<file path="src/sv/nth_weekday_of_month_core_macros.svh">
// ----------------------------------------------------------------------------
// nth_weekday_of_month_core_macros.svh
// Assertion macros shared by the nth-weekday-of-month block.
// ----------------------------------------------------------------------------
`ifndef NTH_WEEKDAY_OF_MONTH_CORE_MACROS_SVH
`define NTH_WEEKDAY_OF_MONTH_CORE_MACROS_SVH

// Same-cycle implication, checked on every rising clock edge out of reset
`define NWM_ASSERT_SAME(name, ante, cons, msg) \
	name: assert property (@(posedge clk) disable iff (!arst_n) (ante) |-> (cons)) \
		else $error(msg);

// Next-cycle implication, checked on every rising clock edge out of reset
`define NWM_ASSERT_NEXT(name, ante, cons, msg) \
	name: assert property (@(posedge clk) disable iff (!arst_n) (ante) |=> (cons)) \
		else $error(msg);

`endif

</file>
<file path="src/sv/nwom_pkg.sv">
// ----------------------------------------------------------------------------
// nwom_pkg
// Constants, calendar tables and helper functions for the nth-weekday block.
// ----------------------------------------------------------------------------
package nwom_pkg;

	// Field widths
	localparam int YEAR_W  = 14;
	localparam int MONTH_W = 4;
	localparam int OCC_W   = 3;
	localparam int WDAY_W  = 3;
	localparam int DAY_W   = 5;
	localparam int PADDR_W = 4;
	localparam int PDATA_W = 32;

	// Register indexes (word address bits)
	localparam logic [1:0] REG_MONTH   = 2'd0;
	localparam logic [1:0] REG_OCC     = 2'd1;
	localparam logic [1:0] REG_WEEKDAY = 2'd2;

	// Weekday code for Sunday in the register encoding
	localparam logic [WDAY_W-1:0] WDAY_SUNDAY = 3'd7;

	typedef logic [YEAR_W-1:0]  year_t;
	typedef logic [MONTH_W-1:0] month_t;
	typedef logic [2:0]         wd7_t;

	// Month length in a common year, zero for month codes that mean nothing
	localparam logic [DAY_W-1:0] MONTH_LEN [16] = '{
		5'd0, 5'd31, 5'd28, 5'd31, 5'd30, 5'd31, 5'd30, 5'd31,
		5'd31, 5'd30, 5'd31, 5'd30, 5'd31, 5'd0, 5'd0, 5'd0
	};

	// Days in a common year before the first of each month
	localparam logic [8:0] DAYS_BEFORE [16] = '{
		9'd0, 9'd0, 9'd31, 9'd59, 9'd90, 9'd120, 9'd151, 9'd181,
		9'd212, 9'd243, 9'd273, 9'd304, 9'd334, 9'd0, 9'd0, 9'd0
	};

	// Remainder by 7 of a 12-bit value: 8 is 1 mod 7, so fold octal digits
	function automatic wd7_t mod7(input logic [11:0] v);
		logic [4:0] s;
		logic [3:0] t;
		s = 5'(v[11:9]) + 5'(v[8:6]) + 5'(v[5:3]) + 5'(v[2:0]);
		t = 4'(s[4:3]) + 4'(s[2:0]);
		return (t >= 4'd7) ? 3'(t - 4'd7) : t[2:0];
	endfunction

endpackage

</file>
<file path="src/sv/nth_weekday_of_month_core.sv">
// ----------------------------------------------------------------------------
// nth_weekday_of_month_core
// Day of the month of the Nth chosen weekday in a chosen month, per year.
// ----------------------------------------------------------------------------
// Channel   Direction  Transfer when              Payload
// input     in         start & !busy at clk edge  year
// result    out        done, one cycle            year_out, month_out, day, found
// config    in         psel&penable&pwrite        paddr, pwdata (prdata on read)
//
// One year enters per cycle; its result appears with done after the five
// register stages (divide, reduce, fold, mod 7, compare). busy stays low:
// the pipeline never stalls since results cannot be held off. Reset clears
// the valid bits and loads month 1, occurrence 1, weekday 1 (Monday).
// ----------------------------------------------------------------------------
`include "nth_weekday_of_month_core_macros.svh"

module nth_weekday_of_month_core (
	input  logic                          clk,
	input  logic                          arst_n,
	input  logic                          psel,
	input  logic                          penable,
	input  logic                          pwrite,
	input  logic [nwom_pkg::PADDR_W-1:0]  paddr,
	input  logic [nwom_pkg::PDATA_W-1:0]  pwdata,
	output logic [nwom_pkg::PDATA_W-1:0]  prdata,
	output logic                          pready,
	input  logic                          start,
	output logic                          busy,
	input  logic [nwom_pkg::YEAR_W-1:0]   year,
	output logic                          done,
	output logic [nwom_pkg::YEAR_W-1:0]   year_out,
	output logic [nwom_pkg::MONTH_W-1:0]  month_out,
	output logic [nwom_pkg::DAY_W-1:0]    day,
	output logic                          found
);
	import nwom_pkg::*;

	// Configuration registers
	month_t            target_month_q;
	logic [OCC_W-1:0]  occurrence_q;
	logic [WDAY_W-1:0] target_weekday_q;

	// Pipeline registers
	logic       vld_s1, vld_s2, vld_s3, vld_s4;
	year_t      year_s1, year_s2, year_s3, year_s4;
	logic [5:0] q25_s1;
	logic [8:0] ym_s2;
	logic       leap_s2, leap_s3, leap_s4;
	logic [8:0] part_s3;
	wd7_t       c7_s3;
	wd7_t       first_s4;

	// Combinational stage logic
	logic        wr_en;
	logic [15:0] q25_prod;
	logic [9:0]  r25_full;
	logic [8:0]  yc400;
	logic        yc_cent;
	logic [6:0]  ym_mod100;
	logic [9:0]  day_sum;
	logic [8:0]  month_off;
	wd7_t        want;
	wd7_t        diff;
	logic [5:0]  cand;
	logic [DAY_W-1:0] mlen;
	logic        cfg_ok;
	logic        hit;

	assign pready = 1'b1;
	assign busy   = 1'b0;
	assign wr_en  = psel & penable & pwrite & pready;

	// Hold configuration, load on a completed write transfer
	always_ff @(posedge clk or negedge arst_n) begin
		if (!arst_n) begin
			target_month_q   <= MONTH_W'(1);
			occurrence_q     <= OCC_W'(1);
			target_weekday_q <= WDAY_W'(1);
		end else if (wr_en) begin
			unique case (paddr[3:2])
				REG_MONTH:   target_month_q   <= pwdata[MONTH_W-1:0];
				REG_OCC:     occurrence_q     <= pwdata[OCC_W-1:0];
				REG_WEEKDAY: target_weekday_q <= pwdata[WDAY_W-1:0];
				default: ;
			endcase
		end
	end

	// Return register contents on read
	always_comb begin
		prdata = '0;
		unique case (paddr[3:2])
			REG_MONTH:   prdata = PDATA_W'(target_month_q);
			REG_OCC:     prdata = PDATA_W'(occurrence_q);
			REG_WEEKDAY: prdata = PDATA_W'(target_weekday_q);
			default:     prdata = '0;
		endcase
	end

	// Valid bits advance every cycle
	always_ff @(posedge clk or negedge arst_n) begin
		if (!arst_n) begin
			vld_s1 <= 1'b0;
			vld_s2 <= 1'b0;
			vld_s3 <= 1'b0;
			vld_s4 <= 1'b0;
			done   <= 1'b0;
		end else begin
			vld_s1 <= start & ~busy;
			vld_s2 <= vld_s1;
			vld_s3 <= vld_s2;
			vld_s4 <= vld_s3;
			done   <= vld_s4;
		end
	end

	// Stage 1: quotient of year/16 by 25 through a reciprocal multiply
	assign q25_prod = 16'(year[13:4]) * 16'd41;

	always_ff @(posedge clk) begin
		year_s1 <= year;
		q25_s1  <= q25_prod[15:10];
	end

	// Stage 2: year mod 400, leap flag, and (year - 1) mod 400
	assign r25_full = year_s1[13:4] - 10'(q25_s1) * 10'd25;
	assign yc400    = {r25_full[4:0], year_s1[3:0]};
	assign yc_cent  = (yc400 == 9'd100) || (yc400 == 9'd200) || (yc400 == 9'd300);

	always_ff @(posedge clk) begin
		year_s2 <= year_s1;
		ym_s2   <= (yc400 == 9'd0) ? 9'd399 : yc400 - 9'd1;
		leap_s2 <= (yc400 == 9'd0) || ((year_s1[1:0] == 2'd0) && !yc_cent);
	end

	// Stage 3: fold the 4-, 100- and 400-year terms of the weekday sum
	always_comb begin
		priority if (ym_s2 >= 9'd300) ym_mod100 = 7'(ym_s2 - 9'd300);
		else if (ym_s2 >= 9'd200)     ym_mod100 = 7'(ym_s2 - 9'd200);
		else if (ym_s2 >= 9'd100)     ym_mod100 = 7'(ym_s2 - 9'd100);
		else                          ym_mod100 = ym_s2[6:0];
	end

	always_ff @(posedge clk) begin
		year_s3 <= year_s2;
		leap_s3 <= leap_s2;
		part_s3 <= 9'd1 + 9'(ym_s2[1:0]) * 9'd5 + {ym_mod100, 2'b00};
		c7_s3   <= mod7(12'(ym_s2));
	end

	// Stage 4: weekday of the first of the target month
	assign month_off = DAYS_BEFORE[target_month_q]
		+ 9'((leap_s3 && (target_month_q > MONTH_W'(2))) ? 1 : 0);
	assign day_sum = 10'(part_s3) + 10'(c7_s3) * 10'd6 + 10'(month_off);

	always_ff @(posedge clk) begin
		year_s4  <= year_s3;
		leap_s4  <= leap_s3;
		first_s4 <= mod7(12'(day_sum));
	end

	// Stage 5: locate the occurrence and check it against the month length
	assign want   = (target_weekday_q == WDAY_SUNDAY) ? 3'd0 : target_weekday_q;
	assign diff   = (want >= first_s4) ? 3'(want - first_s4) : 3'(want + 3'd7 - first_s4);
	assign cand   = 6'd1 + 6'(diff) + 6'(occurrence_q - OCC_W'(1)) * 6'd7;
	assign mlen   = (leap_s4 && (target_month_q == MONTH_W'(2))) ? 5'd29
		: MONTH_LEN[target_month_q];
	assign cfg_ok = (target_month_q >= MONTH_W'(1)) && (target_month_q <= MONTH_W'(12))
		&& (occurrence_q >= OCC_W'(1)) && (occurrence_q <= OCC_W'(5))
		&& (target_weekday_q != WDAY_W'(0));
	assign hit    = cfg_ok && (cand <= 6'(mlen));

	always_ff @(posedge clk) begin
		year_out  <= year_s4;
		month_out <= target_month_q;
		day       <= hit ? cand[DAY_W-1:0] : '0;
		found     <= hit;
	end

	// Checks on the pipeline and the result
	`NWM_ASSERT_NEXT(a_pipe_adv, vld_s3, vld_s4, "stage 4 lost a valid item")
	`NWM_ASSERT_NEXT(a_out_adv, vld_s4, done, "result strobe missing after stage 4")
	`NWM_ASSERT_SAME(a_first_rng, vld_s4, first_s4 <= 3'd6, "first weekday out of range")
	`NWM_ASSERT_SAME(a_found_day, done, (found == 1'b1) == (day != 5'd0),
		"found flag disagrees with day")

endmodule
</file>
<file path="config.mk">
export PLATFORM = sky130hd
export DESIGN_NAME = nth_weekday_of_month_core
export DESIGN_NICKNAME = d
export VERILOG_FILES = /design/src/sv/nwom_pkg.sv /design/src/sv/nth_weekday_of_month_core.sv
export VERILOG_INCLUDE_DIRS = /design/src /design/src/sv
export SDC_FILE = /design/constraint.sdc
export NUM_CORES = 1
export LEC_CHECK = 0
export BUFFER_PORTS_ARGS = -buffer_cell sky130_fd_sc_hd__buf_4
export CAP_MARGIN = 10
export CORE_MARGIN = 2
export CORE_UTILIZATION = 62
export CTS_CLUSTER_DIAMETER = 80
export DETAILED_ROUTE_END_ITERATION = 7
export PLACE_DENSITY = 0.86
export SYNTH_ARGS = -nofsm -noshare
export SYNTH_HDL_FRONTEND = slang
export SYNTH_SLANG_ARGS = --single-unit
</file>
<file path="constraint.sdc">
create_clock -name clk -period 20.6 [get_ports clk]
set_input_delay 2.06 -clock clk [delete_from_list [all_inputs] [get_ports clk]]
set_output_delay 2.06 -clock clk [all_outputs]
set_load 0.01 [all_outputs]
</file>
* Yosys cells after proc, flatten, opt, wreduce, memory -nomap -nowiden
Memory sizes are Yosys's and may differ from the RTL's.
Cells that the tools add are included.
** Word-level totals
- ROM bits :: 224
- Memories :: 2
- Flip-flop bits (word level) :: 128
- Word-level logic and storage cells :: 112
- Input port bits :: 56
- Latch bits :: 0
- Output and inout port bits :: 59
- Memory bits (writable) :: 0
** Cells by class
- $mul :: 5
- Order comparisons :: 13
- Multiplexer cells :: 14
- Bitwise gates (word level) :: 3
- Add/sub/neg operators :: 25
- Shifts and indexed selects :: 0
- Reduce and logical (&&, ||, !) cells :: 19
- Eq/ne operators :: 7
- Div/mod/pow operators :: 0
** Memories
- (name not given) :: depth 16, bits a word 9, read ports 1, clocked after memory_dff 0, write ports 0, line nth_weekday_of_month_core.sv:152 : assign month_off = DAYS_BEFORE[target_month_q]
- (name not given) :: depth 16, bits a word 5, read ports 1, clocked after memory_dff 0, write ports 0, line nth_weekday_of_month_core.sv:167 : : MONTH_LEN[target_month_q];
** Operators with widths (count)
- $mux 7 :: 3
- $mux 9 :: 2
- $mul 10x6->16 const B :: 1
- $mux 5 :: 3
- $sub 7x7->7 const B :: 2
- $mux 3 :: 4
- $pmux 4 s3 :: 1
- $add 10x9->10 :: 1
- $add 4x3->5 :: 2
- $add 9x6->10 :: 1
- $add 6x9->9 :: 1
- $add 9x1->9 :: 1
- $eq 9x7->1 const B :: 1
- $eq 9x8->1 const B :: 1
- $eq 9x9->1 const B :: 1
- $ge 9x7->1 const B :: 1
- $ge 9x8->1 const B :: 1
- $ge 9x9->1 const B :: 1
- $logic_not 9->1 :: 1
- $sub 9x1->9 const B :: 1
- $add 2x3->4 :: 2
- $ge 4x3->1 const B :: 2
- $logic_and 1x1->1 :: 8
- $sub 7x6->7 const B :: 1
- other kinds (35) :: 43

* Depth between registers and ports, before layout
Gate-level depths: netlist of run 1.
- Depth after elaboration :: 12
- Mapped depth :: 34
- Mapped depth without buffers :: 34

* Worst setup path after synthesis of run 1
Ideal clock, no wire load.
- Path kind :: flip-flop to flip-flop
- From :: register target_month_q[0]
- To :: register first_s4[1]
- Setup slack :: 14.072 ns
- Arrival time :: 6.397 ns
- Path buffers :: 0
- Cell stages (with the launch flop) :: 30
- Data required time :: 20.469 ns
- Path through :: dfstp_2 inv_1 ha_1 mux4_2 ha_1 xor2_1 fa_1 inv_1 fa_1 inv_1 a21o_1 a21oi_1 o21bai_1 a21oi_1 o21ai_0 xnor2_1 fa_1 inv_1 ha_1 fa_1 a21o_1 and2_1 inv_1 fa_1 inv_1 ha_1 a21oi_1 a21oi_1 a221oi_1 o21ai_0
** Between the ends
- Word-level cells in the longest chain between the ends :: 12
** RTL lines
- start, declared :: line nth_weekday_of_month_core.sv:39 : month_t target_month_q;
- start signal, assigned :: line nth_weekday_of_month_core.sv:81 : REG_MONTH: target_month_q <= pwdata[MONTH_W-1:0];
- $not 4->5 (not written as such) :: line nth_weekday_of_month_core.sv:152
- $mem_v2 16x9
- $mux 9 (not written as such) (2 in a row) :: line nth_weekday_of_month_core.sv:152
- $add 9x1->9 * :: line nth_weekday_of_month_core.sv:153 : + 9'((leap_s3 && (target_month_q > MONTH_W'(2))) ? 1 : 0);
- $add 10x9->10 * :: line nth_weekday_of_month_core.sv:154 : assign day_sum = 10'(part_s3) + 10'(c7_s3) * 10'd6 + 10'(month_off);
- $add 1x3->4 :: line nwom_pkg.sv:44 : s = 5'(v[11:9]) + 5'(v[8:6]) + 5'(v[5:3]) + 5'(v[2:0]);
- $add 4x3->5 :: line nwom_pkg.sv:44
- $add 5x3->5 * :: line nwom_pkg.sv:44
- $add 2x3->4 * :: line nwom_pkg.sv:45 : t = 4'(s[4:3]) + 4'(s[2:0]);
- $ge 4x3->1 / $sub 3x3->3 (equally long branches) :: line nwom_pkg.sv:46 : return (t >= 4'd7) ? 3'(t - 4'd7) : t[2:0];
- $mux 3 * :: line nwom_pkg.sv:46
- end signal, assigned :: line nth_weekday_of_month_core.sv:159 : first_s4 <= mod7(12'(day_sum));
- end, declared :: line nth_weekday_of_month_core.sv:51 : wd7_t first_s4;
Mark *: on every way between the ends. The rest lies on a longest branch, timed or not. The select of a mux whose other input is x is not followed.
A chain may end at the register's enable or synchronous reset.

* Worst setup path after layout of run 1
- From :: register target_month_q[1]
- To :: register first_s4[1]
The elaborated chain is that of the path after synthesis.

==> results of run 1 <==
[critical path, delay by kind of cell, from the launching register on]
kind | cells | cell delay [ns]
DFF | 1 | 0.59
AOI/OAI and AO/OA | 11 | 1.77
adders and majority gates | 10 | 3.24
buffers and inverters | 8 | 0.66
muxes | 1 | 0.52
xor gates and xnor gates | 2 | 0.29
[state kept, by name (all words and copies together), names as in the netlist, 9 cells and up]
register  count
part_s3       9
year_s4      14
ym_s2         9
year_out     14
year_s1      14
year_s3      14
year_s2      14
[path summary, 6_finish.rpt]
| check | start | to | depth (start not counted) | slack (ns) |
|---|---|---|---|---|
| setup / recovery | target_month_q[1] | first_s4[1] | 32 | 13.38 |
| hold / removal | year_s4[9] | year_out[9] | 0 | 0.32 |
| setup reg to reg | target_month_q[1] | first_s4[1] | 32 | 13.38 |
| hold reg to reg | year_s4[9] | year_out[9] | 0 | 0.32 |
| max in group asynchronous | arst_n | occurrence_q[0] | 1 | 18.87 |
| min in group asynchronous | arst_n | vld_s3 | 1 | 1.48 |
[area by class of cell]
cell class                 instances  area share, %
clock inverter                    15           1.51
tap                              143           2.17
timing repair buffer              54           4.93
clock buffer                      17           5.17
inverter                          95           4.33
sequential                       127           31.8
multi-input combinational        480           50.0
[per-layer routing]
layer  GRT usage (%)  vias to the layer above  wire (um)
met5               0                        -          0
met4            10.2                        0        319
met3            4.59                       35        486
met2            44.1                      124       7560
met1            24.1                     2352       5230
li1                -                     2434          -
[kinds of logic (layout without fill, tap and decap cells)]
family,count (synthesis),after routing
compound gates,113,113
other cells,2,30
fa+ha+maj,139,139
xor+xnor,64,64
mux,17,17
simple gates,117,117
flops,127,127
buf+inv,132,181
[per-stage QoR]
stage	hold slack, ns	std cells	worst slack [ns]	area (um2)	utilization, %
final	0.323	931	13.38	8230	72.1
after detailed placement	0.312	899	13.44	7680	67.3
after global routing	0.330	931	12.78	8230	72.1
after global placement	0.311	899	13.68	7680	67.3
after CTS	0.324	931	13.43	8230	72.1
after floorplan	0.310	739	14.07	7360	-
[synthesized netlist by cell type (all sizes together) (7+ instances only)]
library cell	instances	area (um2)
mux2	9	101
o21ai	22	110
dfxtp	112	2240
ha	113	1410
buf	31	230
inv	95	357
dfrtp	12	300
xnor2	46	403
fa	26	521
mux2i	7	70.1
nand2	42	158
nor2	26	97.6
and2	9	56.3
a21oi	36	180
a21o	16	120
xor2	18	158
==> flow_summary.yaml, run 1 <==
timing:
  setup_viol: 0
  rsz0062_at_grt: "false"
  hold_viol_final: 0
  skew_ns: 0.0125
  slew_headroom_pct: 51.4
  fin_setup_tns_ns: 0
  clock.fmax_mhz: 139
  final.period_utilization_pct: 35.0
  maxSlewViolCount: 0
  fin_crit_ns: 7.22
  worst_slew_pin_slew_ns: 0.729
global_route:
  grt_pass1_wl_mm: 23.3
  antenna_found_initial: 0
  grt_usage_pct: 23.0
  grt_start_max_net_pins: 24
  grt_pass1_vias: 5224
  grt.overflow.total: 0
final_layout:
  final_cell_mix: "ha_1 (113), dfxtp_1 (112), inv_1 (95)"
  layout.nets: 970
  diodes: 0
  multi_input_area_um2: 4120
  area.growth.synth_to_final_pct: 13.5
  final_common_cell: "ha_1"
  nFillCells: 788
  drive_gt1_share_pct: 13.7
  seq_area_um2: 2620
drt:
  drtPass1Iterations: 5
  drc_errors: 0
  vias_per_cell: 5.31
  drt_iter0_markers: 198
  ant_nets: 0
  wl_per_cell_um: 14.6
  detailroute.via_count: 4945
  wirelength_mm: 13.6
floorplanning:
  core_area_um2: 11400
  io-pin-count: 115
  die_h_um: 112
  die_width_um: 112
  rows: 39
  dieArea_um2: 12600
  start_util_pct: 63.5
clock_network:
  cts_hold_buffers: 0
  h-tree-depth: 4
  cts_buffers: 17
  clk_pin_slew_worst_paths_ns: 0.06
  root_buffer: "clkbuf_16"
  cts_max_path_buffers: 2
  post_cts_buffers: 0
  cts_tree: "built"
  insertion_delay_ns: 0.42
  cts_resized: 0
  clkSinkCount: 127
status:
  status: "complete, no violations"
synthesis:
  synth_xor_area_share_pct: 7.73
  yosys.area_share.simple_pct: 7.97
  yosysUniqueCellTypes: 57
  synth_compound_area_share_pct: 10.2
  synth_top_family_by_area: "adder cells"
  postSynth.asyncResetShare_pct: 11.8
  mappedNetlistArea_um2: 7250
  yosysSeqAreaShare_pct: 36.1
  synth_area_per_cell_um2: 10.2
  synth_cells: 711
  synth_fa_ha_area_share_pct: 26.7
  synth-main-ff-cell: "dfxtp_1"
  synth_mux_area_share_pct: 2.67
  synth_edf_count: 0
  synth_seq_cells: 127
  yosys_warnings: 0
place:
  port_buffers: 54
  place_congestion: 0.872
  hpwlAfterDp_mm: 10.3
worst_setup_path:
  critical_path.max_fanout: 11
  crit_top_cell: "inv_1"
  critPathSlowestCell: "dfrtp_1"
  critPathCaptureType: "flop"
  slowest_delay_ns: 0.59
  critPathRequiredTime_ns: 20.89
  critPathKind: "reg2reg"
  arrival_ns: 7.51
  start_kind: "flop"
worst_hold_path:
  min_path_type: "reg2reg"
run:
  max-cap-violations: 0
Power of run 1 is not shown: default switching activity piles up to over one toggle a cycle in this logic, so the estimate is an artifact.
==> run 2: changes to the inputs <==
--- a/config.mk
+++ b/config.mk
@@ -9,10 +9,10 @@
 export BUFFER_PORTS_ARGS = -buffer_cell sky130_fd_sc_hd__buf_4
 export CAP_MARGIN = 10
 export CORE_MARGIN = 2
-export CORE_UTILIZATION = 62
+export CORE_UTILIZATION = 57
 export CTS_CLUSTER_DIAMETER = 80
 export DETAILED_ROUTE_END_ITERATION = 7
-export PLACE_DENSITY = 0.86
+export PLACE_DENSITY = 0.8
 export SYNTH_ARGS = -nofsm -noshare
 export SYNTH_HDL_FRONTEND = slang
 export SYNTH_SLANG_ARGS = --single-unit
==> constraint.sdc (replaced) <==
create_clock -name clk -period 6.65 [get_ports clk]
set_input_delay 0.665 -clock clk [delete_from_list [all_inputs] [get_ports clk]]
set_output_delay 0.665 -clock clk [all_outputs]
set_load 0.01 [all_outputs]
==> run 2 against run 1 <==
Register-to-register slack got worse by 13 ns; sequential share of layout area fell by 1.2 points; critical path type unchanged; highest routed layer unchanged; wire length rose by 2.4%.
==> flow_summary.yaml, run 2 (same netlist as run 1, synthesis figures left out) <==
clock_network:
  insertion_delay_ns: 0.42
  h-tree-depth: 4
  clkSinkCount: 127
  cts_buffers: 17
  root_buffer: "clkbuf_16"
  cts_tree: "built"
  cts_hold_buffers: 0
  cts_max_path_buffers: 2
  clk_pin_slew_worst_paths_ns: 0.06
floorplanning:
  start_util_pct: 58.0
  core_area_um2: 12500
  rows: 41
  dieArea_um2: 13600
  die_width_um: 117
  die_h_um: 117
  io-pin-count: 115
global_route:
  met2_usage_pct: 37.9
  grt_pass1_wl_mm: 22.5
  grt_pass1_vias: 5006
  grt_start_max_net_pins: 23
  grt_usage_pct: 21.1
  antenna_found_initial: 0
  use_met3_pct: 4.74
  busiest_layer: "met2"
  use_met1_pct: 24.5
  grt.overflow.total: 0
final_layout:
  final_common_cell: "dfxtp_1"
  diodes: 0
  final_cell_mix: "dfxtp_1 (112), ha_1 (104), inv_1 (87)"
  area.growth.synth_to_final_pct: 17.8
  drive_gt1_share_pct: 19.3
  layout.nets: 989
  fin_cells: 979
worst_setup_path:
  critical_path.max_fanout: 4
  slowest_delay_ns: 0.59
  critPathBufInv: 5
  start_kind: "flop"
  crit_top_cell: "a21oi_2"
  arrival_ns: 6.94
  critPathKind: "reg2reg"
  r2r_slack_ns: 0.009
  critPathRequiredTime_ns: 6.95
  critPathSlowestCell: "fa_2"
  cpLargestDelayFamily: "adder cells"
  critPathCaptureType: "flop"
timing:
  clock.fmax_mhz: 151
  hold_ws_ns: 0.0917
  rsz0062_at_grt: "true"
  slew_headroom_pct: 54.8
  fin_crit_ns: 6.64
  worst_slew_pin_slew_ns: 0.677
  hold_viol_final: 0
  setup_viol: 0
  skew_ns: 0.00514
  final.period_utilization_pct: 99.9
  maxSlewViolCount: 0
drt:
  ant_nets: 0
  drt_iter0_markers: 317
  vias_per_cell: 5.14
  wl_per_cell_um: 14.2
  drtPass1Iterations: 5
  detailroute.via_count: 5029
  drc_errors: 0
  wirelength_mm: 13.9
run:
  max-cap-violations: 0
place:
  placedCellCount: 940
  hpwlAfterDp_mm: 10.3
  port_buffers: 54
  place_congestion: 0.892
worst_hold_path:
  min_path_type: "in2async"
status:
  status: "complete, no violations"
-- run 2: changes by cell type in the layout (fill, tap and decap cells not counted), sizes merged --
cell      change
buf          +19
bufinv        +1
clkbuf        +1
clkinv        +4
clkinvlp      -2
inv           -4
-- run 2: metrics by stage --
step           TNS (ns)  util (%)  worst slack [ns]  instance area, um2
2_1_floorplan         0         -             0.122                7360
3_3_place_gp          0      62.4            0.0804                7810
3_5_place_dp     -0.200      62.4            -0.200                7810
4_1_cts               0      67.3            0.0269                8420
5_1_grt          -0.184      68.3            -0.184                8550
6_report              0      68.3           0.00889                8550
-- run 2: layout make-up --
class / count / area [um2]
multi-input cells: 480 / 4230
fillers: 940 / 3970
flip-flops and latches: 127 / 2620
repair buffers: 73 / 548
clock buffers: 18 / 439
inverters: 95 / 362
well taps: 172 / 215
clock inverters: 14 / 134
-- run 2: what timing repair did --
action | in CTS | in global routing
pin swaps | 2 | 21
setup endpoints to repair | 1 | 2
gates resized for setup | 8 | 28
setup buffers | 1 | 6
endpoints found under the hold margin | 0 | 0
-- run 2: final timing paths --
| path | endpoint | depth (start not counted) | from |
|---|---|---|---|
| setup / recovery | first_s4[1] | 32 | target_month_q[0] |
| hold / removal | target_month_q[2] | 1 | arst_n |
| setup reg to reg | first_s4[1] | 32 | target_month_q[0] |
| hold reg to reg | year_out[6] | 0 | year_s4[6] |
| max in group asynchronous | target_month_q[0] | 1 | arst_n |
| min in group clk | year_out[6] | 0 | year_s4[6] |
-- run 2: layer usage --
metal	share of wire, %	wire, um
met1	42	5830
met2	53	7310
met3	3.8	524
met4	1.8	257
met5	0	0
Power of run 2 is left out for the same reason.
==> run 3: changes to the inputs <==
--- a/config.mk
+++ b/config.mk
@@ -12,6 +12,7 @@
 export CORE_UTILIZATION = 57
 export CTS_CLUSTER_DIAMETER = 80
 export DETAILED_ROUTE_END_ITERATION = 7
+export GPL_TIMING_DRIVEN = 0
 export PLACE_DENSITY = 0.8
 export SYNTH_ARGS = -nofsm -noshare
 export SYNTH_HDL_FRONTEND = slang
==> run 3 against run 2 <==
Hold slack about the same; wire length up 2.6%; sequential share of layout area down 0.83 points; critical endpoint unchanged.
==> flow_summary.yaml, run 3 (same netlist as run 1, synthesis figures left out) <==
status:
  status: "complete, no violations"
worst_setup_path:
  arrival_ns: 6.80
  crit_top_cell: "inv_2"
  critical_path.max_fanout: 5
  r2r-start: "target_month_q[0]"
  critPathCaptureType: "flop"
  critPathBufInv: 8
  cpLargestDelayFamily: "adder cells"
  worstSetupStartpoint: "target_month_q[0]"
  critPathRequiredTime_ns: 6.95
  critPathKind: "reg2reg"
  start_kind: "flop"
  slowest_delay_ns: 0.56
  critPathSlowestCell: "dfstp_2"
clock_network:
  cts_tree: "built"
  root_buffer: "clkbuf_16"
  cts_max_path_buffers: 2
  clk_pin_slew_worst_paths_ns: 0.06
  insertion_delay_ns: 0.42
  cts_hold_buffers: 0
  cts_buffers: 17
  clkSinkCount: 127
  h-tree-depth: 4
place:
  port_buffers: 53
  place_congestion: 0.924
  hpwlAfterDp_mm: 10.7
  pre_cts_ws_ns: -0.571
drt:
  wirelength_mm: 14.3
  detailroute.via_count: 5134
  ant_nets: 0
  drc_errors: 0
  drt_iter0_markers: 289
  drtPass1Iterations: 5
  wl_per_cell_um: 14.2
  vias_per_cell: 5.11
floorplanning:
  die_width_um: 117
  core_area_um2: 12500
  start_util_pct: 58.0
  rows: 41
  die_h_um: 117
  io-pin-count: 115
  dieArea_um2: 13600
timing:
  slew_headroom_pct: 50.6
  rsz0062_at_grt: "true"
  maxSlewViolCount: 0
  worst_slew_pin_slew_ns: 0.740
  setup_viol: 0
  hold_viol_final: 0
  skew_ns: 0.00904
  fin_setup_tns_ns: 0
  hold_ws_ns: 0.0914
  fin_crit_ns: 6.50
  setup_ws_ns: 0.149
  final.period_utilization_pct: 97.8
  clock.fmax_mhz: 154
final_layout:
  area.growth.synth_to_final_pct: 21.2
  layout.nets: 1014
  nFillCells: 902
  final_common_cell: "dfxtp_1"
  final_cell_mix: "dfxtp_1 (112), ha_1 (105), buf_4 (93)"
  drive_gt1_share_pct: 22.1
  diodes: 0
  finalCoreUtilization_pct: 70.3
global_route:
  grt_pass1_vias: 5143
  grt_start_max_net_pins: 17
  grt_usage_pct: 22.0
  grt.overflow.total: 0
  antenna_found_initial: 0
  grt_pass1_wl_mm: 23.2
run:
  max-cap-violations: 0
worst_hold_path:
  min_path_type: "in2async"
-- run 3: stage by stage --
step | std cells | cell area [um2]
6_report | 1004 | 8790
3_3_place_gp | 964 | 7970
3_5_place_dp | 964 | 7970
4_1_cts | 998 | 8650
5_1_grt | 1004 | 8790
2_1_floorplan | 739 | 7360
-- run 3: layout make-up --
class	instances	area, um2	area share, %
flip-flops and latches	127	2620	29.8
repair buffers	62	465	5.29
clock inverters	13	138	1.57
multi-input cells	480	4260	48.4
clock buffers	19	464	5.28
inverters	95	359	4.08
plain buffers	36	268	3.04
well taps	172	215	2.45
-- run 3: repair_timing --
action | CTS | global route
pin swaps | 4 | 22
gates resized for setup | 21 | 28
endpoints found under the setup margin | 3 | 3
setup buffers | 3 | 6
-- run 3: path summary, 6_finish.rpt --
check,endpoint,slack (ns),cells past startpoint
worst min-delay path,occurrence_q[2],0.09,1
max in group asynchronous,target_weekday_q[0],6.31,1
worst max register to register,first_s4[1],0.15,31
min in group clk,year_out[10],0.32,0
worst min register to register,year_out[10],0.32,0
worst max-delay path,first_s4[1],0.15,31
-- run 3: per-layer routing --
metal | vias up | part of all wire [%] | global-route usage (%)
met4 | 0 | 2.2 | 9.41
li1 | 2533 | - | -
met1 | 2454 | 40 | 24.7
met3 | 30 | 4.2 | 5.46
met5 | - | 0 | 0
met2 | 117 | 54 | 39.9
Power of run 3 is left out for the same reason.
